--- src/hdl/mbe_pkg.sv ---
// ----------------------------------------------------------------------------
// mbe_pkg - shared definitions for the mandelbrot escape-time block
// fixed-point widths, register map, config and point structs, saturation
// helpers for signed q4.28 coordinates
// ----------------------------------------------------------------------------
package mbe_pkg;

    localparam int COORD_W = 32;                 // signed coordinate width
    localparam int FRAC_W  = 28;                 // fraction bits
    localparam int CNT_W   = 16;                 // iteration count width
    localparam int POS_W   = 12;                 // pixel column / row width
    localparam int STEP_W  = COORD_W - 1;        // unsigned step and radius width
    localparam int OFS_W   = POS_W + STEP_W;     // pixel offset product width
    localparam int PROD_W  = 2 * COORD_W;        // full coordinate product width
    localparam int WIDE_W  = 2 * COORD_W + 2;    // headroom for sums before saturation
    localparam int APB_DW  = 32;
    localparam int APB_AW  = 5;                  // five registers at 4-byte spacing
    localparam int IDX_W   = APB_AW - 2;

    typedef logic signed [COORD_W-1:0] coord_t;
    typedef logic signed [WIDE_W-1:0]  wide_t;

    localparam coord_t COORD_MAX = {1'b0, {(COORD_W-1){1'b1}}};
    localparam coord_t COORD_MIN = {1'b1, {(COORD_W-1){1'b0}}};
    localparam logic [CNT_W-1:0] CNT_MAX = {CNT_W{1'b1}};
    localparam logic [CNT_W-1:0] CNT_ONE = CNT_W'(1);

    // register map, index = byte address / 4
    typedef enum logic [IDX_W-1:0] {
        REG_ORIGIN_X   = 3'd0,
        REG_ORIGIN_Y   = 3'd1,
        REG_PIXEL_STEP = 3'd2,
        REG_ITER_LIMIT = 3'd3,
        REG_ESCAPE_RSQ = 3'd4
    } reg_idx_t;

    // reset values: origin (-2.0, 1.0), step 2^-8, limit 256, radius squared 4.0
    localparam coord_t              RST_ORIGIN_X   = 32'hE000_0000;
    localparam coord_t              RST_ORIGIN_Y   = 32'h1000_0000;
    localparam logic [STEP_W-1:0]   RST_PIXEL_STEP = 31'h0010_0000;
    localparam logic [CNT_W-1:0]    RST_ITER_LIMIT = 16'd256;
    localparam logic [STEP_W-1:0]   RST_ESCAPE_RSQ = 31'h4000_0000;

    typedef struct packed {
        coord_t              origin_x;
        coord_t              origin_y;
        logic [STEP_W-1:0]   pixel_step;
        logic [CNT_W-1:0]    iteration_limit;
        logic [STEP_W-1:0]   escape_radius_sq;
    } cfg_t;

    typedef struct packed {
        coord_t c_real;
        coord_t c_imag;
    } point_t;

    function automatic wide_t widen(input coord_t a);
        return WIDE_W'(a);
    endfunction

    // true when the value does not fit the signed coordinate range
    function automatic logic coord_ovf(input wide_t v);
        return !((&v[WIDE_W-1:COORD_W-1]) || !(|v[WIDE_W-1:COORD_W-1]));
    endfunction

    function automatic coord_t coord_sat(input wide_t v);
        coord_t r;
        if (coord_ovf(v))
        begin
            r = v[WIDE_W-1] ? COORD_MIN : COORD_MAX;
        end
        else
        begin
            r = v[COORD_W-1:0];
        end
        return r;
    endfunction

endpackage

--- src/hdl/mbe_regs.sv ---
// ----------------------------------------------------------------------------
// mbe_regs - apb configuration registers
// write in the access phase, zero-wait reads, unknown indexes ignored
// ----------------------------------------------------------------------------
module mbe_regs
(
    input  logic                        clk,
    input  logic                        rst_n,
    input  logic                        psel,
    input  logic                        penable,
    input  logic                        pwrite,
    input  logic [mbe_pkg::APB_AW-1:0]  paddr,
    input  logic [mbe_pkg::APB_DW-1:0]  pwdata,
    output logic [mbe_pkg::APB_DW-1:0]  prdata,
    output logic                        pready,
    output mbe_pkg::cfg_t               cfg
);
    import mbe_pkg::*;

    cfg_t     cfg_reg;
    logic     wr_en;
    reg_idx_t idx;

    assign pready = 1'b1;
    assign wr_en  = psel && penable && pwrite;
    assign idx    = reg_idx_t'(paddr[APB_AW-1:2]);
    assign cfg    = cfg_reg;

    always_ff @(posedge clk or negedge rst_n)
    begin
        if (!rst_n)
        begin
            cfg_reg.origin_x         <= RST_ORIGIN_X;
            cfg_reg.origin_y         <= RST_ORIGIN_Y;
            cfg_reg.pixel_step       <= RST_PIXEL_STEP;
            cfg_reg.iteration_limit  <= RST_ITER_LIMIT;
            cfg_reg.escape_radius_sq <= RST_ESCAPE_RSQ;
        end
        else if (wr_en)
        begin
            unique case (idx)
                REG_ORIGIN_X:   cfg_reg.origin_x         <= pwdata[COORD_W-1:0];
                REG_ORIGIN_Y:   cfg_reg.origin_y         <= pwdata[COORD_W-1:0];
                REG_PIXEL_STEP: cfg_reg.pixel_step       <= pwdata[STEP_W-1:0];
                REG_ITER_LIMIT: cfg_reg.iteration_limit  <= pwdata[CNT_W-1:0];
                REG_ESCAPE_RSQ: cfg_reg.escape_radius_sq <= pwdata[STEP_W-1:0];
                default:        ;
            endcase
        end
    end

    always_comb
    begin
        unique case (idx)
            REG_ORIGIN_X:   prdata = APB_DW'($unsigned(cfg_reg.origin_x));
            REG_ORIGIN_Y:   prdata = APB_DW'($unsigned(cfg_reg.origin_y));
            REG_PIXEL_STEP: prdata = APB_DW'(cfg_reg.pixel_step);
            REG_ITER_LIMIT: prdata = APB_DW'(cfg_reg.iteration_limit);
            REG_ESCAPE_RSQ: prdata = APB_DW'(cfg_reg.escape_radius_sq);
            default:        prdata = '0;
        endcase
    end

endmodule

--- config.mk ---
export PLATFORM = sky130hd
export DESIGN_NAME = mbe_regs
export DESIGN_NICKNAME = d
export VERILOG_FILES = /design/src/hdl/mbe_pkg.sv /design/src/hdl/mbe_regs.sv
export SDC_FILE = /design/constraint.sdc
export NUM_CORES = 1
export LEC_CHECK = 0
export BUFFER_PORTS_ARGS = -buffer_cell sky130_fd_sc_hd__buf_2
export CORE_ASPECT_RATIO = 0.8
export CORE_UTILIZATION = 50
export DETAILED_ROUTE_END_ITERATION = 6
export PLACE_DENSITY_LB_ADDON = 0.12
export SYNTH_ARGS = -nofsm -noshare
export SYNTH_HDL_FRONTEND = slang
export SYNTH_SLANG_ARGS = --single-unit
--- constraint.sdc ---
create_clock -name clk -period 1.52 [get_ports clk]
set_input_delay 0.076 -clock clk [delete_from_list [all_inputs] [get_ports clk]]
set_output_delay 0.076 -clock clk [all_outputs]
set_load 0.02 [all_outputs]
After elaboration in Yosys (flattened, before gate mapping)

Index checks and enable logic that the tools add are counted.

Multiplexer cells: 1
Reductions and logical operators: 8
Eq/ne operators: 4

Operators with widths:

| kind                                                             | count |
|---|---|
| 32-bit case mux with 5 select lines                              | 1 |
| 2-bit AND reduction                                              | 5 |
| 3-bit by 2-bit == test with 1-bit output (second input constant) | 2 |
| 3-bit by 1-bit == test with 1-bit output (second input constant) | 1 |
| 3-bit == test (second input constant)                            | 1 |
| 3-bit zero test                                                  | 1 |
| 1-bit logical AND                                                | 2 |

Word-level logic and storage cells: 18
Bits of input ports: 42
Output and inout port bits: 175
Register bits: 142

Depth between registers and ports, before layout

Word-level depth: 3
Gate-level depth with buffers: 6
Depth with buffers taken out: 3

Worst setup path after synthesis

No wires, ideal clock.

Path kind: input to output
Start point: input port paddr[2] (netlist name)
End point: output port prdata[0] (netlist name)
Arrival: 1.505 ns
Buffers on the path: 3
Slack: -0.061 ns
Data required time: 1.444 ns
Cell stages on the path: 6
Cell sequence: buf_2 -> buf_2 -> nor2b_1 -> clkbuf_1 -> a22oi_1 -> o21ai_0

Longest elaborated chain between the ends: 2
Elaborated cells on any way between the ends: 6
Classes of those cells: 4 x eq/ne; 1 x mux; 1 x reduce/logical

Ends and longest elaborated chain:

| item                                  | RTL line       | source |
|---|---|---|
| start, declared                       | mbe_regs.sv:12 | `input logic [mbe_pkg::APB_AW-1:0] paddr,` |
| 3-bit == test (tied with other cells) | mbe_regs.sv:54 | `unique case (idx)` |
| 32-bit case mux with 5 select lines * | mbe_regs.sv:54 |  |
| end, declared                         | mbe_regs.sv:14 | `output logic [mbe_pkg::APB_DW-1:0] prdata,` |

Mark *: on every way between the ends. The rest lies on a longest branch, timed or not.

Worst setup path in the final report

Start point: register cfg_reg, in the netlist cfg[53]
End point: output port prdata[6] (netlist name)

Longest elaborated chain between the ends: 1

Ends and longest elaborated chain:

| item                                | RTL line       | source |
|---|---|---|
| start, declared                     | mbe_regs.sv:20 | `cfg_t cfg_reg;` |
| 32-bit case mux with 5 select lines | mbe_regs.sv:54 |  |

Every way passes these cells.

==> key figures <==
Layout
  – Finished Layout Cells: 938
  – Final nets: 796
  – Synth-to-layout area growth: 46.1%
  – Multi-input logic area: 2800 um^2
  – Most frequent cells in the layout: buf_2 (193), dfrtp_1 (135), mux2_2 (112)
  – Fillers: 829
  – Register area: 3560 um^2
  – Final Core Density: 0.761
  – Commonest non-fill, non-tap cell in the layout: buf_2
  – Number of flip-flops under the largest register name: 142
  – Ratio of cells with drive above 1 in the final layout: 0.651
  – # diodes: 0

Critical path
  – R2R Path Start: cfg[54]$_DFFE_PN0P_
  – Crit-path leading delay family: flip-flops
  – RR Endpoint: cfg[54]$_DFFE_PN0P_
  – Flop-to-flop setup slack: 0.51 ns
  – WP buf/inv: 1
  – Critical path arrival: 1.55 ns
  – CP max-delay cell: dfrtp_1
  – CP Capture Type: output pin
  – Crit-path max FO: 2
  – Kind of critical path: reg2out
  – R2R depth: 3
  – Worst Path Required: 1.44 ns
  – Worst-path cell chain: mux2_4 -> a32oi_1 -> o21ai_1 -> buf_4
  – Highest cell delay on the worst timing path: 0.40 ns
  – Startpoint Class: flip-flop

Routing
  – Drt first pass iters: 6
  – Drt drc: 0
  – Routed WL: 19300 um
  – Initial DRC count: 312
  – Via count: 5318
  – Antenna viol nets, final: 0
  – Post-DR vias/cell: 5.67
  – Routed wire per std cell: 20.6 um

Pwr
  – LEAKAGE: 4.78 nW
  – Total Power: 0.0136 W
  – PD cells: 1450 nW/um^2
  – Peak VDD IR: 0.902 mV

Die
  – Die area: 13300 um^2
  – Die Span X: 129 um
  – IO Pins: 217
  – Core Rows: 36
  – Core area: 12300 um^2
  – Initial Utilization: 0.521
  – Chip Height: 103 um

Clock tree
  – CTS Sinks: 142
  – H-tree levels: 4
  – Root Buffer: clkbuf_16
  – Clock transition at path regs: 0.06 ns
  – CTS Buf Count: 17
  – TritonCTS clock tree: built
  – Clock latency on the worst-skew pair: 0.41 ns
  – Longest Clk Path Bufs: 2

Timing
  – Worst hold margin: 0.107 ns
  – Final worst path period need: 1.63 ns
  – Fmax achieved: 615 MHz
  – Finish-stage setup viols: 19
  – Layout Skew: 0 ns
  – Slew Limit Fails: 0
  – Final Hold Vio Count: 0
  – Final worst slack: -0.105 ns
  – Unrepaired setup endpoints after global routing: true
  – Final Cycle Share: 1.07

Yosys
  – Most used DFF post-synth: dfrtp_1
  – Mapped Cells: 448
  – Yosys cell types: 30
  – Syn avg cell area: 14.4 um^2
  – Syn_nets: 490
  – Syn. warnings: 0
  – FFs w/ async S/R, synth: 1.00
  – Post-synthesis register bit count: 142
  – Sequential fraction of the synthesis area: 0.554
  – Number of flops mapped to enable cells by yosys: 0
  – Synthesized area: 6430 um^2

Placed design
  – Worst slack at placement: -0.0375 ns
  – Placed cells: 829
  – Port buffer count: 213
  – GPL Wtd Cong: 0.805
  – Hpwl dp: 12300 um

Flow run
  – Max-cap violations: 0

Global routing
  – First-pass GRT wire length: 28400 um
  – Grt total ovfl: 0
  – Largest net degree at the start of global routing: 47
  – Vias in the first global route: 5075
  – Gr usage total: 0.289
  – Initial antenna violation count: 0

Run status
  – Failing checks: negative setup slack
  – Status: complete, but fails checks

Min path
  – Hold WC Path Type: in2async
## cells in the mapped netlist (2+ instances only)
library cell | count | area (um^2)
clkbuf_1 | 13 | 48.8
mux2_2 | 123 | 1390
buf_2 | 16 | 80.1
buf_4 | 4 | 30.0
nor2_1 | 2 | 7.51
buf_6 | 3 | 33.8
nor2b_1 | 3 | 18.8
dfrtp_1 | 135 | 3380
a32oi_1 | 16 | 140
dfstp_2 | 7 | 184
nand3_1 | 15 | 75.1
a22oi_1 | 17 | 128
o21ai_0 | 30 | 150
mux2_1 | 6 | 67.6
mux2_4 | 30 | 450
a222oi_1 | 14 | 140
## timing repair
action / CTS / global route
pin swaps: 18 / 16
gates resized for setup: 34 / 26
hold buffers: 33 / 0
endpoints found under the hold margin: 278 / 0
buffers inserted: 30 / 14
endpoints found under the setup margin: 21 / 31
## metal layers
| metal | track usage | part of all wire | vias up |
|---|---|---|---|
| li1 | - | - | 2322 |
| met1 | 0.392 | 0.44 | 2721 |
| met2 | 0.464 | 0.48 | 241 |
| met3 | 0.0602 | 0.064 | 34 |
| met4 | 0.111 | 0.019 | 0 |
| met5 | 0 | 0 | - |
## final cells by class
cell class,instances,share of cell area
clock buffer,17,0.0453
sequential,142,0.379
timing repair buffer,323,0.234
inverter,2,0.000799
tap,171,0.0228
clock inverter,15,0.0198
multi-input combinational,268,0.298
## worst max path at each step
| stage | cells past startpoint | slack, ns | end | start |
|---|---|---|---|---|
| global route | 4 | -0.18 | prdata[12] | cfg[59]$_DFFE_PN0P_ |
| floorplan | 5 | 0.03 | prdata[16] | paddr[2] |
| CTS | 4 | -0.08 | prdata[7] | cfg[38]$_DFFE_PN0P_ |
| finish | 4 | -0.11 | prdata[6] | cfg[53]$_DFFE_PN0P_ |
| global placement | 6 | -0.002 | cfg[12]$_DFFE_PN0P_ | paddr[4] |
| detailed placement | 6 | -0.04 | cfg[18]$_DFFE_PN0P_ | paddr[4] |
## where the power goes
| part | total [W] | internal [W] | switching, W |
|---|---|---|---|
| registers | 0.00514 | 0.00455 | 0.000588 |
| logic | 0.00412 | 0.00191 | 0.00221 |
| clock network | 0.00431 | 0.00261 | 0.00170 |
| total | 0.0136 | 0.00907 | 0.00450 |
## stage by stage
step | TNS, ns | area, um^2
floorplan | 0 | 6430
global placement | -0.00240 | 7970
detailed placement | -0.408 | 7970
CTS | -0.843 | 9210
global route | -2.32 | 9390
finish | -0.917 | 9390
## cells by family (layout without fill, tap and decap cells)
logic type	Yosys count	count (layout)	synth area share
muxes	160	160	0.298
DFF	142	142	0.554
AOI/OAI and AO/OA	78	78	0.0876
buffers and inverters	38	357	0.0311
and+or+nand+nor	29	29	0.0292
other	1	1	0.000583
Power figures use the tool's default switching activity.
