[src/hdl/mbe_pkg.sv]
// ----------------------------------------------------------------------------
// mbe_pkg - shared definitions for the mandelbrot escape-time block
// fixed-point widths, register map, config and point structs, saturation
// helpers for signed q4.28 coordinates
// ----------------------------------------------------------------------------
package mbe_pkg;

    localparam int COORD_W = 32;                 // signed coordinate width
    localparam int FRAC_W  = 28;                 // fraction bits
    localparam int CNT_W   = 16;                 // iteration count width
    localparam int POS_W   = 12;                 // pixel column / row width
    localparam int STEP_W  = COORD_W - 1;        // unsigned step and radius width
    localparam int OFS_W   = POS_W + STEP_W;     // pixel offset product width
    localparam int PROD_W  = 2 * COORD_W;        // full coordinate product width
    localparam int WIDE_W  = 2 * COORD_W + 2;    // headroom for sums before saturation
    localparam int APB_DW  = 32;
    localparam int APB_AW  = 5;                  // five registers at 4-byte spacing
    localparam int IDX_W   = APB_AW - 2;

    typedef logic signed [COORD_W-1:0] coord_t;
    typedef logic signed [WIDE_W-1:0]  wide_t;

    localparam coord_t COORD_MAX = {1'b0, {(COORD_W-1){1'b1}}};
    localparam coord_t COORD_MIN = {1'b1, {(COORD_W-1){1'b0}}};
    localparam logic [CNT_W-1:0] CNT_MAX = {CNT_W{1'b1}};
    localparam logic [CNT_W-1:0] CNT_ONE = CNT_W'(1);

    // register map, index = byte address / 4
    typedef enum logic [IDX_W-1:0] {
        REG_ORIGIN_X   = 3'd0,
        REG_ORIGIN_Y   = 3'd1,
        REG_PIXEL_STEP = 3'd2,
        REG_ITER_LIMIT = 3'd3,
        REG_ESCAPE_RSQ = 3'd4
    } reg_idx_t;

    // reset values: origin (-2.0, 1.0), step 2^-8, limit 256, radius squared 4.0
    localparam coord_t              RST_ORIGIN_X   = 32'hE000_0000;
    localparam coord_t              RST_ORIGIN_Y   = 32'h1000_0000;
    localparam logic [STEP_W-1:0]   RST_PIXEL_STEP = 31'h0010_0000;
    localparam logic [CNT_W-1:0]    RST_ITER_LIMIT = 16'd256;
    localparam logic [STEP_W-1:0]   RST_ESCAPE_RSQ = 31'h4000_0000;

    typedef struct packed {
        coord_t              origin_x;
        coord_t              origin_y;
        logic [STEP_W-1:0]   pixel_step;
        logic [CNT_W-1:0]    iteration_limit;
        logic [STEP_W-1:0]   escape_radius_sq;
    } cfg_t;

    typedef struct packed {
        coord_t c_real;
        coord_t c_imag;
    } point_t;

    function automatic wide_t widen(input coord_t a);
        return WIDE_W'(a);
    endfunction

    // true when the value does not fit the signed coordinate range
    function automatic logic coord_ovf(input wide_t v);
        return !((&v[WIDE_W-1:COORD_W-1]) || !(|v[WIDE_W-1:COORD_W-1]));
    endfunction

    function automatic coord_t coord_sat(input wide_t v);
        coord_t r;
        if (coord_ovf(v))
        begin
            r = v[WIDE_W-1] ? COORD_MIN : COORD_MAX;
        end
        else
        begin
            r = v[COORD_W-1:0];
        end
        return r;
    endfunction

endpackage

[src/hdl/mbe_if.sv]
// ----------------------------------------------------------------------------
// mbe_if - valid/ready channels of the escape-time block
// pixel channel carries (col, row), result channel carries count and flag
// ----------------------------------------------------------------------------
interface mbe_pix_if;
    import mbe_pkg::*;

    logic             valid;
    logic             ready;
    logic [POS_W-1:0] col;
    logic [POS_W-1:0] row;

    modport source (output valid, col, row, input ready);
    modport sink   (input valid, col, row, output ready);
endinterface


[src/hdl/mbe_front.sv]
// ----------------------------------------------------------------------------
// mbe_front - pixel intake and point formation
// multiplies col and row by the step, then adds to the origin with saturation
// ----------------------------------------------------------------------------
module mbe_front
(
    input  logic             clk,
    input  logic             rst_n,
    mbe_pix_if.sink          pixel,
    input  mbe_pkg::cfg_t    cfg,
    output mbe_pkg::point_t  point,
    output logic             point_valid,
    input  logic             point_ready
);
    import mbe_pkg::*;

    logic             ofs_valid_reg;
    logic [OFS_W-1:0] col_ofs_reg;
    logic [OFS_W-1:0] row_ofs_reg;
    logic [OFS_W-1:0] col_ofs_next;
    logic [OFS_W-1:0] row_ofs_next;
    logic             take;

    assign pixel.ready  = !ofs_valid_reg || point_ready;
    assign take         = pixel.valid && pixel.ready;
    assign col_ofs_next = OFS_W'(pixel.col) * OFS_W'(cfg.pixel_step);
    assign row_ofs_next = OFS_W'(pixel.row) * OFS_W'(cfg.pixel_step);

    always_ff @(posedge clk or negedge rst_n)
    begin
        if (!rst_n)
        begin
            ofs_valid_reg <= 1'b0;
        end
        else if (take)
        begin
            ofs_valid_reg <= 1'b1;
        end
        else if (point_ready)
        begin
            ofs_valid_reg <= 1'b0;
        end
    end

    always_ff @(posedge clk)
    begin
        if (take)
        begin
            col_ofs_reg <= col_ofs_next;
            row_ofs_reg <= row_ofs_next;
        end
    end

    // rows count downward, so the imaginary part falls with row
    assign point.c_real = coord_sat(widen(cfg.origin_x) + $signed(WIDE_W'(col_ofs_reg)));
    assign point.c_imag = coord_sat(widen(cfg.origin_y) - $signed(WIDE_W'(row_ofs_reg)));
    assign point_valid  = ofs_valid_reg;

endmodule

[src/flat_wrapper.sv]
// flat-port wrapper written by rule: the top's interface ports become plain ports
module mbe_front_flat import mbe_pkg::*;
  (clk, rst_n, cfg, point, point_valid, point_ready, pixel_valid, pixel_col, pixel_row, pixel_ready);
  mbe_pix_if pixel_i ();
  input  logic clk;
  input  logic rst_n;
  input  mbe_pkg::cfg_t cfg;
  output mbe_pkg::point_t point;
  output logic point_valid;
  input  logic point_ready;
  input wire logic [$bits(pixel_i.valid)-1:0] pixel_valid;
  input wire logic [$bits(pixel_i.col)-1:0] pixel_col;
  input wire logic [$bits(pixel_i.row)-1:0] pixel_row;
  output wire logic [$bits(pixel_i.ready)-1:0] pixel_ready;
  assign pixel_i.valid = pixel_valid;
  assign pixel_i.col = pixel_col;
  assign pixel_i.row = pixel_row;
  assign pixel_ready = pixel_i.ready;
  mbe_front u_core (.clk(clk), .rst_n(rst_n), .pixel(pixel_i), .cfg(cfg), .point(point), .point_valid(point_valid), .point_ready(point_ready));
endmodule
[config.mk]
export PLATFORM = sky130hd
export DESIGN_NAME = mbe_front_flat
export DESIGN_NICKNAME = d
export VERILOG_FILES = /design/src/hdl/mbe_pkg.sv /design/src/hdl/mbe_if.sv /design/src/hdl/mbe_front.sv /design/src/flat_wrapper.sv
export SDC_FILE = /design/constraint.sdc
export NUM_CORES = 2
export LEC_CHECK = 0
export BUFFER_PORTS_ARGS = -buffer_cell sky130_fd_sc_hd__buf_2
export CELL_PAD_IN_SITES_DETAIL_PLACEMENT = 1
export CELL_PAD_IN_SITES_GLOBAL_PLACEMENT = 2
export CORE_MARGIN = 2
export CORE_UTILIZATION = 39
export CTS_BUF_LIST = sky130_fd_sc_hd__clkbuf_16
export DETAILED_ROUTE_END_ITERATION = 6
export GPL_ROUTABILITY_DRIVEN = 0
export PLACE_DENSITY_LB_ADDON = 0.1
export SYNTH_ARGS = -nofsm -noshare
export SYNTH_HDL_FRONTEND = slang
export SYNTH_SLANG_ARGS = --single-unit
export TNS_END_PERCENT = 10
[constraint.sdc]
create_clock -name clk -period 5.1 [get_ports clk]
set_input_delay 1.02 -clock clk [delete_from_list [all_inputs] [get_ports clk]]
set_output_delay 1.02 -clock clk [all_outputs]
set_load 0.02 [all_outputs]
# Yosys cells after proc, flatten, opt, wreduce, memory -nomap -nowiden
# Index checks and enable logic that the tools add are counted.
# totals
input_bits	170
wordCells	25
regBits	87
out_inout_bits	66
# op_classes
multipliers	2
n_mux	6
n_reduce_logical	12
add_sub_neg	2
# ops
operator	n
$mux W32	4
$mul A12 B31 Y43	2
$reduce_and A35 Y1	2
$reduce_or A35 Y1	2
$add A32 B44 Y45	1
$sub A32 B44 Y45	1
$logic_not A1 Y1	3
$logic_or A1 B1 Y1	3
$mux W1	2
$reduce_bool A2 Y1	1
$logic_and A1 B1 Y1	1

# Longest topological paths before layout
# logic_depth
depth_word	5
mapped_depth	24
mapped_depth_nobuf	23

# Worst setup path after synthesis
# OpenSTA, ideal clock, no wires.
# synth_path
kind	input port to flip-flop
from	in pixel_col[3]
to	reg u_core.col_ofs_reg[40] (data pin)
n_path_buf	1
setup_ns	0.262
setup_slack_ns	-1.495
arrival_time_ns	6.333
path_stages	22
t_required_ns	4.838
cell_sequence	clkbuf_1 -> nand2_1 -> fa_1 -> fa_1 -> inv_1 -> ha_1 -> fa_1 -> inv_1 -> fa_1 -> inv_1 -> ha_1 -> a21o_1 -> a21oi_1 -> a21bo_1 -> a31oi_1 -> a221o_1 -> o41a_1 -> and3b_4 -> o41ai_4 -> o31a_1 -> a21oi_1 -> xor2_1
# synth_between
elab_chain_len	1
# synth_lines
item	line_no	rtl
start: declaration	flat_wrapper.sv:12	input wire logic [$bits(pixel_i.col)-1:0] pixel_col;
$mul A12 B31 Y43	mbe_front.sv:26	assign col_ofs_next = OFS_W'(pixel.col) * OFS_W'(cfg.pixel_step);
named net u_core.col_ofs_next[40]	mbe_front.sv:20	logic [OFS_W-1:0] col_ofs_next;
end signal: assignment	mbe_front.sv:49	col_ofs_reg <= col_ofs_next;
end: declaration	mbe_front.sv:18	logic [OFS_W-1:0] col_ofs_reg;
# The timed path passes the listed nets, and every way through them passes these cells.
# A chain may end at the register's enable or synchronous reset.

# Worst setup path after layout
# layout_path
from	in pixel_col[8]
to	reg u_core.col_ofs_reg[42] (data pin)
# Same word-level chain as after synthesis.

==> out/results.tsv <==
stage	metric	value	unit
outcome	outcome	complete, but fails checks	
outcome	failing checks	setup timing	
run	max cap viols	0	
power	Comb pwr share	0.913	
floorplan	Core ar.	0.0786	mm2
grt	first-pass GRT wire length	158000	um
power	peak supply drop	0.650	mV
route	Vias/cell	5.04	
final_layout	antenna cell count	0	
power	Psw	15.8	mW
synthesis	Gate Count Post-Synth	3607	
grt	antenna violations before repair	1	
floorplan	I/O pin total	236	
worst_setup_path	Worst R2R Path Depth	3	
floorplan	row count	103	
timing	post-route clock skew	25.0	ps
route	antenna-violating nets left	0	
timing	fmax	159	MHz
cts	# clock sinks	87	
worst_setup_path	WP data arrival	6410	ps
final_layout	Multi-input gate area	0.0262	mm2
worst_hold_path	Hold Path Class	in -> async	
floorplan	Die H	285	um
route	initial DRC count	955	
final_layout	NumNets Final	5303	
timing	unrepaired setup endpoints after global routing	yes	
synthesis	Post-synth EDFFs	86	
synthesis	Syn. warnings	0	
timing	final hold viol count	0	
route	via count	27000	
route	DR pass1 iterations	5	
synthesis	syn_nets	4609	
worst_setup_path	CP Class	in -> reg	
power	PwrDens	845	mW/mm2
floorplan	Die X	285	um
route	WL/cell	17.9	um
timing	worst setup margin	-1170	ps
cts	Worst-Skew Late Latency	390	ps
power	sw frac	0.462	
worst_setup_path	crit path launch type	input port	
worst_setup_path	worst path required time	5240	ps
timing	Max-slew headroom	0.508	
power	Clk network pwr share	0.025	
grt	global route overflow	0	
grt	largest net degree at the start of global routing	46	
final_layout	Layout area overhead	31.0	%
synthesis	FF+latch count, synth	87	
power	Int Power	18.3	mW
final_layout	Reg area	0.00261	mm2
timing	Setup-failing EPs final	120	
synthesis	sequential share of the synthesized area	0.0846	
synthesis	Async SR Flop Fraction	0.0115	
power	LEAKAGE	20.2	nW
final_layout	Finished Core Util	0.513	
synthesis	syn avg cell area	8.54	um2
floorplan	starting density of the core	0.392	
worst_setup_path	Worst setup EP type	register	
route	total wire length	95600	um
route	drc violations	0	
timing	Tcrit/Tclk final	1.23	
timing	Slew Limit Fails	0	
final_layout	most frequent cells in the layout	694 x inv_1, 590 x buf_4, 587 x nand2_1	
timing	Final min period	6270	ps
cts	total CTS buffers	9	
cts	Clock Path Buffers	2	
final_layout	layout cell share with drive strength beyond 1	0.272	
floorplan	die area	0.0813	mm2
cts	clock-pin slew on the worst setup and hold paths	80	ps
synthesis	count of cell types in the netlist	78	
grt	vias in the first global route	31100	
grt	GRT Total Usage	0.239	
place	dpl hpwl	79300	um
power	sequential fraction of design power	0.062	
cts	H-Tree Depth	3	
synthesis	Post-Syn Area	0.0308	mm2
timing	Hold Slack	383	ps
cts	Clock Root Buffer	clkbuf_16	
final_layout	leading cell type in the layout, fill and taps excluded	inv_1	
cts	CTS tree	built	
final_layout	fillcell total	9225	
place	Port Buffers	188	
worst_setup_path	Critical Path Fanout Max	6	
timing	Worst-Margin Slew	737	ps
synthesis	Main synth FF type	edfxtp_1	
## power groups by stage
stage	registers, mW	logic, mW	clock network (mW)
floorplan	2.10	17.0	0
global route	2.16	34.5	0.898
global placement	2.15	27.0	0
detailed placement	2.15	27.9	0
finish	2.13	31.1	0.845
CTS	2.13	30.0	0.869
## synth_stat cells, types with 52 or more instances
cell type  instances  area share
xor2_1            52       0.015
nor2_1            85       0.010
edfxtp_1          86       0.084
and2_1           234       0.048
clkbuf_1         157       0.019
xnor2_1          101       0.029
a21oi_1          189       0.031
nand2_1          613       0.075
inv_1            719       0.088
fa_1             582        0.38
ha_1             250        0.10
a21o_1            76       0.019
o21ai_0           74       0.012
## worst max-delay path: stages
cell	delay, ps
buf_6	120
buf_12	130
nand2_1	70
fa_1	520
inv_2	50
fa_1	600
fa_2	450
fa_1	540
inv_2	40
fa_1	520
inv_2	50
ha_4	150
a21oi_2	150
o21ai_2	80
nand2_1	70
o211ai_1	100
a221o_1	370
o41a_1	390
and3b_4	230
o41ai_4	260
o31a_1	230
a31o_1	170
xnor2_1	70
## routing by layer
metal | global-route usage | part of all wire | routed length, um
met1 | 0.309 | 0.44 | 41900
met3 | 0.0227 | 0.029 | 2810
met4 | 0.0401 | 0.013 | 1240
met2 | 0.438 | 0.52 | 49600
met5 | 0 | 0 | 0
## final timing paths
kind | start | to | slack (ps)
setup / recovery | pixel_col[8] | u_core.col_ofs_reg[42] | -1170
hold / removal | rst_n | u_core.point_valid | 380
setup reg to reg | u_core.point_valid | u_core.col_ofs_reg[41] | 3000
hold reg to reg | u_core.point_valid | u_core.point_valid | 540
max in group asynchronous | rst_n | u_core.point_valid | 4630
min in group clk | u_core.point_valid | u_core.point_valid | 540
## stage by stage
stage	setup TNS, ps	setup WS (ps)	power (mW)	std cells	cell area [um2]
2_1_floorplan	-32370	-1180	19.1	3607	31500
3_3_place_gp	-100810	-1730	29.1	5280	37700
3_5_place_dp	-111360	-1820	30.1	5280	37700
4_1_cts	-53540	-1130	33.0	5342	39600
5_1_grt	-76830	-1360	37.6	5356	40400
6_report	-54980	-1170	34.1	5356	40400
## repair_timing
action | CTS | global route
cloned | 12 | 2
gates resized for setup | 281 | 154
endpoints found under the setup margin | 123 | 122
buffers inserted | 35 | 19
hold buffers | 0 | 0
pin swaps | 106 | 91
## cell families after synthesis
family,synth area share
mux,0.000650
buf+inv,0.110
fa+ha+maj,0.480
simple gates,0.164
flops,0.0846
xor+xnor,0.0435
compound gates,0.117
## cell type report
type,count,area share
well taps,1050,0.0325
inverters,719,0.0669
clock inverters,7,0.00325
flip-flops and latches,87,0.0646
multi-input cells,2629,0.650
clock buffers,9,0.00558
repair buffers,855,0.178
Power figures use the tool's default switching activity.
