--- config.mk ---
export PLATFORM = sky130hd
export DESIGN_NAME = mbe_fifo
export DESIGN_NICKNAME = d
export VERILOG_FILES = /design/src/hdl/mbe_pkg.sv /design/src/hdl/mbe_fifo.sv
export SDC_FILE = /design/constraint.sdc
export NUM_CORES = 1
export LEC_CHECK = 0
export BUFFER_PORTS_ARGS = -buffer_cell sky130_fd_sc_hd__buf_2
export CAP_MARGIN = 20
export CORE_MARGIN = 2
export CORE_UTILIZATION = 40
export DETAILED_ROUTE_END_ITERATION = 16
export REMOVE_ABC_BUFFERS = 1
export SLEW_MARGIN = 20
export SYNTH_ARGS = -nofsm -noshare
export SYNTH_HDL_FRONTEND = slang
export SYNTH_SLANG_ARGS = --single-unit
export TNS_END_PERCENT = 50
--- constraint.sdc ---
create_clock -name clk -period 4.9 [get_ports clk]
set_clock_uncertainty 0.2 [all_clocks]
set_input_delay 1.47 -clock clk [delete_from_list [all_inputs] [get_ports clk]]
set_output_delay 1.47 -clock clk [all_outputs]
set_load 0.01 [all_outputs]
--- src/hdl/mbe_pkg.sv ---
// ----------------------------------------------------------------------------
// mbe_pkg - shared definitions for the mandelbrot escape-time block
// fixed-point widths, register map, config and point structs, saturation
// helpers for signed q4.28 coordinates
// ----------------------------------------------------------------------------
package mbe_pkg;

    localparam int COORD_W = 32;                 // signed coordinate width
    localparam int FRAC_W  = 28;                 // fraction bits
    localparam int CNT_W   = 16;                 // iteration count width
    localparam int POS_W   = 12;                 // pixel column / row width
    localparam int STEP_W  = COORD_W - 1;        // unsigned step and radius width
    localparam int OFS_W   = POS_W + STEP_W;     // pixel offset product width
    localparam int PROD_W  = 2 * COORD_W;        // full coordinate product width
    localparam int WIDE_W  = 2 * COORD_W + 2;    // headroom for sums before saturation
    localparam int APB_DW  = 32;
    localparam int APB_AW  = 5;                  // five registers at 4-byte spacing
    localparam int IDX_W   = APB_AW - 2;

    typedef logic signed [COORD_W-1:0] coord_t;
    typedef logic signed [WIDE_W-1:0]  wide_t;

    localparam coord_t COORD_MAX = {1'b0, {(COORD_W-1){1'b1}}};
    localparam coord_t COORD_MIN = {1'b1, {(COORD_W-1){1'b0}}};
    localparam logic [CNT_W-1:0] CNT_MAX = {CNT_W{1'b1}};
    localparam logic [CNT_W-1:0] CNT_ONE = CNT_W'(1);

    // register map, index = byte address / 4
    typedef enum logic [IDX_W-1:0] {
        REG_ORIGIN_X   = 3'd0,
        REG_ORIGIN_Y   = 3'd1,
        REG_PIXEL_STEP = 3'd2,
        REG_ITER_LIMIT = 3'd3,
        REG_ESCAPE_RSQ = 3'd4
    } reg_idx_t;

    // reset values: origin (-2.0, 1.0), step 2^-8, limit 256, radius squared 4.0
    localparam coord_t              RST_ORIGIN_X   = 32'hE000_0000;
    localparam coord_t              RST_ORIGIN_Y   = 32'h1000_0000;
    localparam logic [STEP_W-1:0]   RST_PIXEL_STEP = 31'h0010_0000;
    localparam logic [CNT_W-1:0]    RST_ITER_LIMIT = 16'd256;
    localparam logic [STEP_W-1:0]   RST_ESCAPE_RSQ = 31'h4000_0000;

    typedef struct packed {
        coord_t              origin_x;
        coord_t              origin_y;
        logic [STEP_W-1:0]   pixel_step;
        logic [CNT_W-1:0]    iteration_limit;
        logic [STEP_W-1:0]   escape_radius_sq;
    } cfg_t;

    typedef struct packed {
        coord_t c_real;
        coord_t c_imag;
    } point_t;

    function automatic wide_t widen(input coord_t a);
        return WIDE_W'(a);
    endfunction

    // true when the value does not fit the signed coordinate range
    function automatic logic coord_ovf(input wide_t v);
        return !((&v[WIDE_W-1:COORD_W-1]) || !(|v[WIDE_W-1:COORD_W-1]));
    endfunction

    function automatic coord_t coord_sat(input wide_t v);
        coord_t r;
        if (coord_ovf(v))
        begin
            r = v[WIDE_W-1] ? COORD_MIN : COORD_MAX;
        end
        else
        begin
            r = v[COORD_W-1:0];
        end
        return r;
    endfunction

endpackage

--- src/hdl/mbe_fifo.sv ---
// ----------------------------------------------------------------------------
// mbe_fifo - two-entry point queue
// decouples point formation from the iteration engine
// ----------------------------------------------------------------------------
module mbe_fifo
(
    input  logic             clk,
    input  logic             rst_n,
    input  mbe_pkg::point_t  push_data,
    input  logic             push_valid,
    output logic             push_ready,
    output mbe_pkg::point_t  pop_data,
    output logic             pop_valid,
    input  logic             pop_ready
);
    import mbe_pkg::*;

    point_t     mem [2];
    logic       wr_ptr_reg;
    logic       rd_ptr_reg;
    logic [1:0] fill_reg;
    logic       push;
    logic       pop;

    assign push_ready = (fill_reg != 2'd2);
    assign pop_valid  = (fill_reg != 2'd0);
    assign push       = push_valid && push_ready;
    assign pop        = pop_valid && pop_ready;
    assign pop_data   = mem[rd_ptr_reg];

    always_ff @(posedge clk or negedge rst_n)
    begin
        if (!rst_n)
        begin
            wr_ptr_reg <= 1'b0;
            rd_ptr_reg <= 1'b0;
            fill_reg   <= 2'd0;
        end
        else
        begin
            if (push)
            begin
                wr_ptr_reg <= !wr_ptr_reg;
            end
            if (pop)
            begin
                rd_ptr_reg <= !rd_ptr_reg;
            end
            if (push && !pop)
            begin
                fill_reg <= fill_reg + 2'd1;
            end
            else if (pop && !push)
            begin
                fill_reg <= fill_reg - 2'd1;
            end
        end
    end

    always_ff @(posedge clk)
    begin
        if (push)
        begin
            mem[wr_ptr_reg] <= push_data;
        end
    end

endmodule

# After elaboration in Yosys (flattened, before gate mapping)
# Memories as Yosys holds them, arrays and structs flattened.
# Cells that the tools add are included.
totals:
  output_inout_bits: 66
  regBits: 4
  input_bits: 68
  word_cells: 21
  mem_count: 1
  ramBits: 128
memory_table:
  columns: ["memory", "depth", "width", "read_ports", "rd_clocked_by_memory_dff", "wr", "line", "rtl"]
  rows:
  - ["mem", 2, 64, 1, 0, 1, "mbe_fifo.sv:18", "point_t mem [2];"]
op_classes:
  n_reduce_logical: 10
  n_addsub: 2
  mux: 4
  eq_ne: 1
ops:
  columns: ["op", "n"]
  rows:
  - ["logical AND 1 bit", 4]
  - ["zero test 1 bit", 4]
  - ["two-way mux 2 bit", 2]
  - ["nonzero test 2 bit", 2]
  - ["adder 2 x 1 -> 2 bit (second input constant)", 1]
  - ["two-way mux 1 bit", 2]
  - ["!= test 2 bit (second input constant)", 1]
  - ["subtractor 2 x 1 -> 2 bit (second input constant)", 1]

# Logic depth before layout (Yosys ltp)
# Gate-level depths: netlist (run 1).
depth:
  depth_word: 6
  depth_mapped: 7

# Worst setup path after synthesis (run 1)
# No wires, ideal clock.
synth_timing:
  kind: "input to register"
  startpoint: "input push_valid"
  endpoint: "memory mem[0][0] (netlist bit), enable pin"
  n_path_buf: 0
  setup_slack_ns: -0.024
  path_stages: 2
  arrival_time_ns: 4.237
  cell_sequence: "nand2_1 nor2_1"
synth_between:
  elab_chain_len: 3
synth_rtl:
  columns: ["element", "line", "rtl"]
  rows:
  - ["from (decl)", "mbe_fifo.sv:10", "input logic push_valid,"]
  - ["logical AND 1 bit", "mbe_fifo.sv:27", "assign push = push_valid && push_ready;"]
  - ["two-way mux 1 bit", "mbe_fifo.sv:62", "if (push)"]
  - ["two-way mux 1 bit (implied by the code)", "mbe_fifo.sv:64", "mem[wr_ptr_reg] <= push_data;"]
  - ["to (decl)", "mbe_fifo.sv:18", null]
# No other way between the ends.

==> results of run 1 <==
critical path, stage by stage (launching register included):
cell	delay, ps
dfrtp_4	780
buf_12	330
mux2_2	370
buf_2	140
routing by layer:
| layer | GRT usage, % | vias to the layer above | part of all wire (%) |
|---|---|---|---|
| met3 | 5.492 | 12 | 7.0 |
| met4 | 6.429 | 0 | 1.5 |
| met5 | 0 | - | 0 |
| li1 | - | 1152 | - |
| met1 | 15.57 | 1171 | 43 |
| met2 | 20.47 | 95 | 48 |
power by group:
group	switching, uW	internal (uW)	total (uW)
logic	539	596	1140
clock network	414	678	1090
registers	133	1550	1680
total	1090	2830	3910
stage by stage:
stage | hold slack [ps] | setup WS (ps) | cell area, sq um | cells
floorplan | 256.4 | -23.53 | 4946 | 210
global placement | 286.0 | 1569 | 5873 | 514
detailed placement | 293.9 | 1565 | 5873 | 514
CTS | 309.2 | 1114 | 6380 | 545
global route | 333.9 | 1067 | 6380 | 545
finish | 302.2 | 1167 | 6380 | 545
layout make-up:
type                       count  area, sq um  area share (%)
timing repair buffer         136        700.7           10.98
inverter                       1        3.754         0.05884
clock inverter                10        66.31           1.039
sequential                   132         3948           61.87
multi-input combinational     77         1011           15.85
clock buffer                  21        440.4           6.903
tap                          168        210.2           3.295
cell usage after synthesis:
library cell / instances
nand2b_1: 1
xor2_1: 2
buf_6: 6
inv_1: 1
mux2_2: 14
or2_1: 1
edfxtp_1: 128
nor2_1: 2
dfrtp_1: 4
mux2_4: 50
and3_1: 1
ha_1: 1
buf_2: 1
xnor2_1: 3
nand2_1: 2
how the worst max path moves through the flow:
| stage | from | end | slack [ps] |
|---|---|---|---|
| after CTS | rd_ptr_reg | pop_data[56] | 1110 |
| after global placement | rd_ptr_reg | pop_data[61] | 1570 |
| after detailed placement | rd_ptr_reg | pop_data[56] | 1570 |
| after global routing | rd_ptr_reg | pop_data[50] | 1070 |
| after floorplan | push_valid | mem[0][0] | -20 |
| final | rd_ptr_reg | pop_data[61] | 1170 |
cells by family after synthesis:
group	Yosys count
multiplexers	64
adder cells (fa/ha/maj)	1
XOR/XNOR	5
AND/OR/NAND/NOR	7
buffers and inverters	8
flip-flops	132
cell usage in the layout, fill, tap and decap left out, drive strengths merged:
cell type  count
edfxtp       128
nand2b         1
xnor2          3
or2            1
bufinv         1
and3           1
dfrtp          4
clkbuf        21
buf          136
nor2           2
clkinv         9
mux2          64
inv            1
ha             1
xor2           2
nand2          2
==> results.yml, run 1 <==
global_route:
  antenna_found_initial: 0
  grt_pass1_vias: 2490
  grtUsageTotal_pct: 13.04
  grt_max_degree: 65
  grt-ovfl-total: 0
  grt_pass1_wl_microns: 12720
placed_design:
  io_buffers: 133
  gp_congestion: 0.6851
  dp_hpwl_microns: 5456
timing:
  finalCritPeriodShare_pct: 76.19
  clock.fmax_mhz: 267.9
  finalSetupTns_ps: 0
  setup_viol: 0
  worst_slew_pin_slew_ps: 896.3
  slew_headroom_pct: 40.24
  final_hold_viol_count: 0
  maxSlewViolCount: 0
  rsz0062_at_grt: "false"
  fin_crit_ps: 3733
clocking:
  numCtsBuffers: 17
  cts.sinks: 132
  cts_resized: 0
  path_clk_slew_ps: 50
  clk_latency_ps: 400
  ctsHoldBuffers: 0
  cts_setup_buffers: 0
  cts_root_buf: "clkbuf_16"
  tritoncts: "built"
  clock_path_buffers: 2
  htreeDepth: 4
setup_path:
  cp-start-kind: "flip-flop"
  r2r_slack_ps: 2880
  worstPathMaxFanout: 36
  worstPathRequired_ps: 3230
  end_kind: "primary output"
  reg2reg_from: "fill_reg[0]"
  reg2reg_depth: 2
  cp.arrival_ps: 2060
  r2r-end: "mem[1][41]"
  worstSetupPathType: "flip-flop to primary output"
logic_synthesis:
  ys_seq_area_share_pct: 78.58
  synth.distinct_cells: 15
  synth_area_leaders: "edfxtp_1, mux2_4, mux2_2, dfrtp_1, buf_6"
  ys_seq_elements: 132
  synth_mux_area_share_pct: 18.10
  synth-compound-area-share_pct: 0
  synthesis.area_sq_um: 5019
  yosys_warnings: 0
  synthAdderAreaFrac_pct: 0.2493
  syn_inst: 217
  synth-xor-area-share_pct: 0.8726
  synth_top_cell_by_area: "edfxtp_1"
  avgSynthCellArea_sq_um: 23.13
  synth_top_cell_area_share_pct: 76.59
  synth_top_family_by_area: "multiplexers"
  yosys.area_share.simple_pct: 0.6731
status:
  outcome: "completed"
drt:
  dr_total_vias: 2430
  drc: 0
  final_antenna_net_count: 0
  dr.pass1.iters: 4
  drt-total-wl_microns: 8584
  vias_per_cell: 4.459
  wl_per_cell_microns: 15.75
  first_iter_violations: 113
hold_path:
  min_from: "fill_reg[1]"
  holdPathStages: 1
  holdPathEnd: "fill_reg[1]"
  hp-class: "flip-flop to flip-flop"
floorplan:
  die-height_microns: 116.0
  fp.dieW_microns: 116.0
  core_sq_um: 12110
  dieArea_sq_um: 13460
  ioPinCount: 134
  rows: 40
  start_util_pct: 41.44
finish:
  utilization_pct: 52.68
  fin_nets: 434
  largest_reg_flops: 128
  area_growth_pct: 27.13
  layout-drive-gt1-share_pct: 59.15
  antenna_cells: 0
  n_fill_cell: 1041
pwr:
  vdd_drop_max_mv: 0.3195
  power.total_uw: 3911
  total_leakage_power_uw: 0.002538
  power_density_nw_per_um2: 613.0
run:
  drv_cap: 0
No activity file was read; power rests on OpenSTA's default activity.
==> run 2, diff against run 1 <==
ABC_AREA = 1   (was unset)
clock period = 3.75 ns   (was 4.9 ns; I/O delays follow)
==> results.yml, run 2 <==
timing:
  worst_slew_pin_slew_ps: 719.7
  maxSlewViolCount: 0
  setup_viol: 0
  fin_crit_ps: 3118
  clock.fmax_mhz: 320.7
  final_hold_viol_count: 0
  rsz0062_at_grt: "false"
  slew_headroom_pct: 52.02
  finalCritPeriodShare_pct: 83.14
finish:
  layout-drive-gt1-share_pct: 32.31
  n_fill_cell: 1045
  largest_reg_flops: 128
  multi_input_area_sq_um: 827.0
  final_cell_count_no_fill: 667
  area_growth_pct: 30.33
  final_area_sq_um: 6350
  mostFrequentLayoutCell: "nand2_1"
  final_cell_mix: "nand2_1, buf_2, edfxtp_1, clkbuf_16"
  seq_area_sq_um: 3945
  utilization_pct: 53.09
  fin_nets: 576
  antenna_cells: 0
logic_synthesis:
  yosys_warnings: 0
  syn_inst: 363
  synthFlopType: "edfxtp_1"
  avgSynthCellArea_sq_um: 13.42
  synthesis.area_sq_um: 4872
  yosysMostFrequentCell: "nand2_1"
  synth.distinct_cells: 13
  synthTopCellsByCount: "nand2_1, edfxtp_1, buf_4"
  ys_seq_elements: 132
  synth_top_cell_area_share_pct: 78.89
  synth_top_cell_by_area: "edfxtp_1"
  synth_edf_count: 128
  synth_area_leaders: "edfxtp_1, nand2_1, dfrtp_1, buf_4, buf_2"
  ys_seq_area_share_pct: 80.95
  synth-async-reset-ratio_pct: 3.030
drt:
  dr.pass1.iters: 4
  final_antenna_net_count: 0
  dr_total_vias: 3028
  drc: 0
  vias_per_cell: 4.540
  first_iter_violations: 133
  wl_per_cell_microns: 14.52
  drt-total-wl_microns: 9682
setup_path:
  path_buf_inv: 3
  crit_chain: "inv_2 -> buf_12 -> nand2_1 -> nand2_1 -> buf_2"
  cp_slowest_cell: "inv_2"
  worstSetupPathType: "flip-flop to primary output"
  cpPeakStageDelay_ps: 410
  cp-start-kind: "flip-flop"
  cp.arrival_ps: 1790
  end_kind: "primary output"
  path_common_cell: "nand2_1"
  worstPathRequired_ps: 2420
  crit_family: "buffers and inverters"
  worstPathMaxFanout: 36
global_route:
  grt_pass1_wl_microns: 14970
  antenna_found_initial: 0
  grt-ovfl-total: 0
  grt_pass1_vias: 3010
  grt_max_degree: 66
  grtUsageTotal_pct: 15.66
floorplan:
  dieArea_sq_um: 13080
  core_sq_um: 11960
  die-height_microns: 114.4
  ioPinCount: 134
  start_util_pct: 40.73
  rows: 40
  fp.dieW_microns: 114.4
placed_design:
  dp_hpwl_microns: 5871
  postPlaceCellArea_sq_um: 5705
  dpl.cell_count: 635
  gp_congestion: 0.7662
  io_buffers: 133
pwr:
  total_leakage_power_uw: 0.002765
  power_density_nw_per_um2: 857.0
  vdd_drop_max_mv: 0.4880
clocking:
  ctsHoldBuffers: 0
  cts_root_buf: "clkbuf_16"
  numCtsBuffers: 17
  cts_resized: 0
  htreeDepth: 4
  cts.sinks: 132
  path_clk_slew_ps: 60
  clk_latency_ps: 410
  tritoncts: "built"
  cts_setup_buffers: 0
  clock_path_buffers: 2
status:
  outcome: "completed"
run:
  drv_cap: 0
hold_path:
  hp-class: "primary input to async pin"
run 2: cell count changes after synthesis, sizes merged, moves of 2 or more:
cell	delta
nand2	+200
buf	+7
xnor2	-2
mux2	-64
nand3	+2
inv	+6
run 2: worst register-to-register path: stages (launching register included):
cell	delay (ps)
dfrtp_1	380
inv_1	80
nand2_1	80
nand2_1	180
nor2_4	140
buf_4	410
run 2: cells by family after synthesis:
logic type,after synthesis,synth area share (%)
DFF,132,80.95
xor gates and xnor gates,2,0.3596
buffers and inverters,21,2.388
and+or+nand+nor,207,16.05
adders and majority gates,1,0.2568
run 2: stage by stage:
stage                     hold slack [ps]  total power [uW]  setup TNS, ps  setup slack [ps]
after floorplan                     262.5              3009        -108480            -847.5
after global placement              281.6              3681              0              1026
after detailed placement            300.5              3708              0              1007
after CTS                           291.1              5537              0             538.4
after global routing                299.0              5766              0             472.8
final                               310.8              5442              0             632.2
run 2: layout make-up:
| type | instances | area share [%] |
|---|---|---|
| clock buffers | 19 | 6.818 |
| clock inverters | 13 | 3.330 |
| inverters | 7 | 0.4138 |
| multi-input cells | 210 | 13.02 |
| flip-flops and latches | 132 | 62.13 |
| well taps | 147 | 2.897 |
| repair buffers | 139 | 11.39 |
run 2: layer usage:
| layer | share of wire [%] | vias to the layer above | global-route usage, % |
|---|---|---|---|
| met4 | 2.1 | 0 | 7.317 |
| met1 | 44 | 1410 | 18.58 |
| met3 | 6.7 | 16 | 6.194 |
| li1 | - | 1510 | - |
| met5 | 0 | - | 0 |
| met2 | 47 | 92 | 25.16 |
run 2: final timing paths:
path                             start            to  slack (ps)  depth (start not counted)
hold reg to reg            fill_reg[0]   fill_reg[0]         310                          1
hold / removal                   rst_n    wr_ptr_reg         310                          1
max in group asynchronous        rst_n    rd_ptr_reg        2890                          1
setup reg to reg           fill_reg[0]    mem[1][61]        1890                          5
min in group clk           fill_reg[0]   fill_reg[0]         310                          1
setup / recovery            rd_ptr_reg  pop_data[42]         630                          5
run 2: where the power goes:
part | switching (uW) | internal (uW)
Clock | 582 | 1230
Combinational | 1020 | 507
Sequential | 82.0 | 2020
Total | 1680 | 3760
==> run 3, diff against run 2 <==
ABC_AREA = 0   (was 1)
clock period = 2.9 ns   (was 3.75 ns; I/O delays follow)
==> results.yml, run 3 (same netlist as run 1, synthesis figures left out) <==
status:
  outcome: "completed"
global_route:
  antenna_found_initial: 0
  grt_max_degree: 42
  grt_pass1_wl_microns: 12710
  grtUsageTotal_pct: 13.14
  grt_pass1_vias: 2531
  grt-ovfl-total: 0
placed_design:
  postPlaceCellArea_sq_um: 5953
  place_ws_ps: 436.8
  dp_hpwl_microns: 5510
  gp_congestion: 0.6739
  io_buffers: 133
finish:
  mostFrequentLayoutCell: "buf_2"
  final_cell_mix: "buf_2, edfxtp_1, mux2_4, clkbuf_16, mux2_2"
  seq_area_sq_um: 3948
  fin_nets: 440
  multi_input_area_sq_um: 1011
  area_growth_pct: 29.57
  n_fill_cell: 1017
  largest_reg_flops: 128
  final_area_sq_um: 6502
  layout-drive-gt1-share_pct: 60.73
floorplan:
  ioPinCount: 134
  rows: 40
  die-height_microns: 116.0
  fp.dieW_microns: 116.0
  core_sq_um: 12110
  dieArea_sq_um: 13460
  start_util_pct: 41.44
timing:
  finalSetupTns_ps: 0
  holdWs_ps: 63.27
  maxSlewViolCount: 0
  slew_headroom_pct: 68.46
  setup_viol: 0
  setup_ws_ps: 218.9
  fin_crit_ps: 2681
  clock.fmax_mhz: 373.0
  final_hold_viol_count: 0
  worst_slew_pin_slew_ps: 472.0
  finalCritPeriodShare_pct: 92.45
  rsz0062_at_grt: "false"
drt:
  final_antenna_net_count: 0
  drt-total-wl_microns: 8363
  drc: 0
  first_iter_violations: 81
  vias_per_cell: 4.474
  dr.pass1.iters: 4
  wl_per_cell_microns: 15.18
  dr_total_vias: 2465
setup_path:
  cp-start-kind: "flip-flop"
  worstSetupPathType: "flip-flop to primary output"
  cp.arrival_ps: 1610
  end_kind: "primary output"
  r2r_slack_ps: 1010
  worstPathRequired_ps: 1830
  worstPathMaxFanout: 11
pwr:
  total_leakage_power_uw: 0.002597
  power.total_uw: 6809
  power_density_nw_per_um2: 1047
  vdd_drop_max_mv: 0.5239
clocking:
  tritoncts: "built"
  cts_root_buf: "clkbuf_16"
  htreeDepth: 4
  cts.sinks: 132
  clk_latency_ps: 400
  numCtsBuffers: 17
  cts_resized: 0
  clock_path_buffers: 2
  path_clk_slew_ps: 50
hold_path:
  hp-class: "primary input to async pin"
run:
  drv_cap: 0
## run 3: cell count changes in the layout (fill, tap and decap cells not counted), sizes merged, moves of 3 or more
cell | before | now
nand2 | 202 | 2
mux2 | 0 | 64
inv | 7 | 1
bufinv | 6 | 2
clkbuf | 19 | 23
buf | 139 | 142
## run 3: final timing paths
| check | from | to | cells after the start |
|---|---|---|---|
| max in group asynchronous | rst_n | rd_ptr_reg | 1 |
| min in group clk | fill_reg[1] | fill_reg[1] | 1 |
| worst min-delay path | rst_n | fill_reg[1] | 1 |
| worst min register to register | fill_reg[1] | fill_reg[1] | 1 |
| worst max-delay path | rd_ptr_reg | pop_data[50] | 3 |
| worst max register to register | fill_reg[0] | mem[0][57] | 4 |
## run 3: stage by stage
stage / std cells / util [%]
2_1_floorplan: 210 / -
3_3_place_gp: 518 / 49.15
3_5_place_dp: 518 / 49.15
4_1_cts: 550 / 53.67
5_1_grt: 550 / 53.67
6_report: 551 / 53.69
## run 3: worst max-delay path, stage by stage (launching register included)
cell	delay (ps)
dfrtp_4	480
buf_4	240
mux2_2	350
buf_2	140
## run 3: final cells by class
class | instances | area share (%)
Sequential cell | 132 | 60.71
Clock inverter | 7 | 1.289
Inverter | 1 | 0.05773
Multi-Input combinational cell | 77 | 15.55
Tap cell | 168 | 3.233
Clock buffer | 23 | 6.889
Timing Repair Buffer | 142 | 12.24
Antenna cell | 1 | 0.03848
## run 3: what timing repair did
item	in CTS	in global routing
hold buffers	0	0
endpoints found under the setup margin	5	0
buffers inserted	2	0
## run 3: power by group
part	internal [uW]	switching (uW)
Clock	1240	696
Combinational	1110	1020
Sequential	2620	128
## run 3: layer usage
metal | track usage (%) | vias up | share of wire [%]
li1 | - | 1169 | -
met1 | 14.70 | 1191 | 41
met2 | 20.97 | 88 | 49
met3 | 6.119 | 17 | 7.8
met4 | 7.143 | 0 | 2.3
met5 | 0 | - | 0
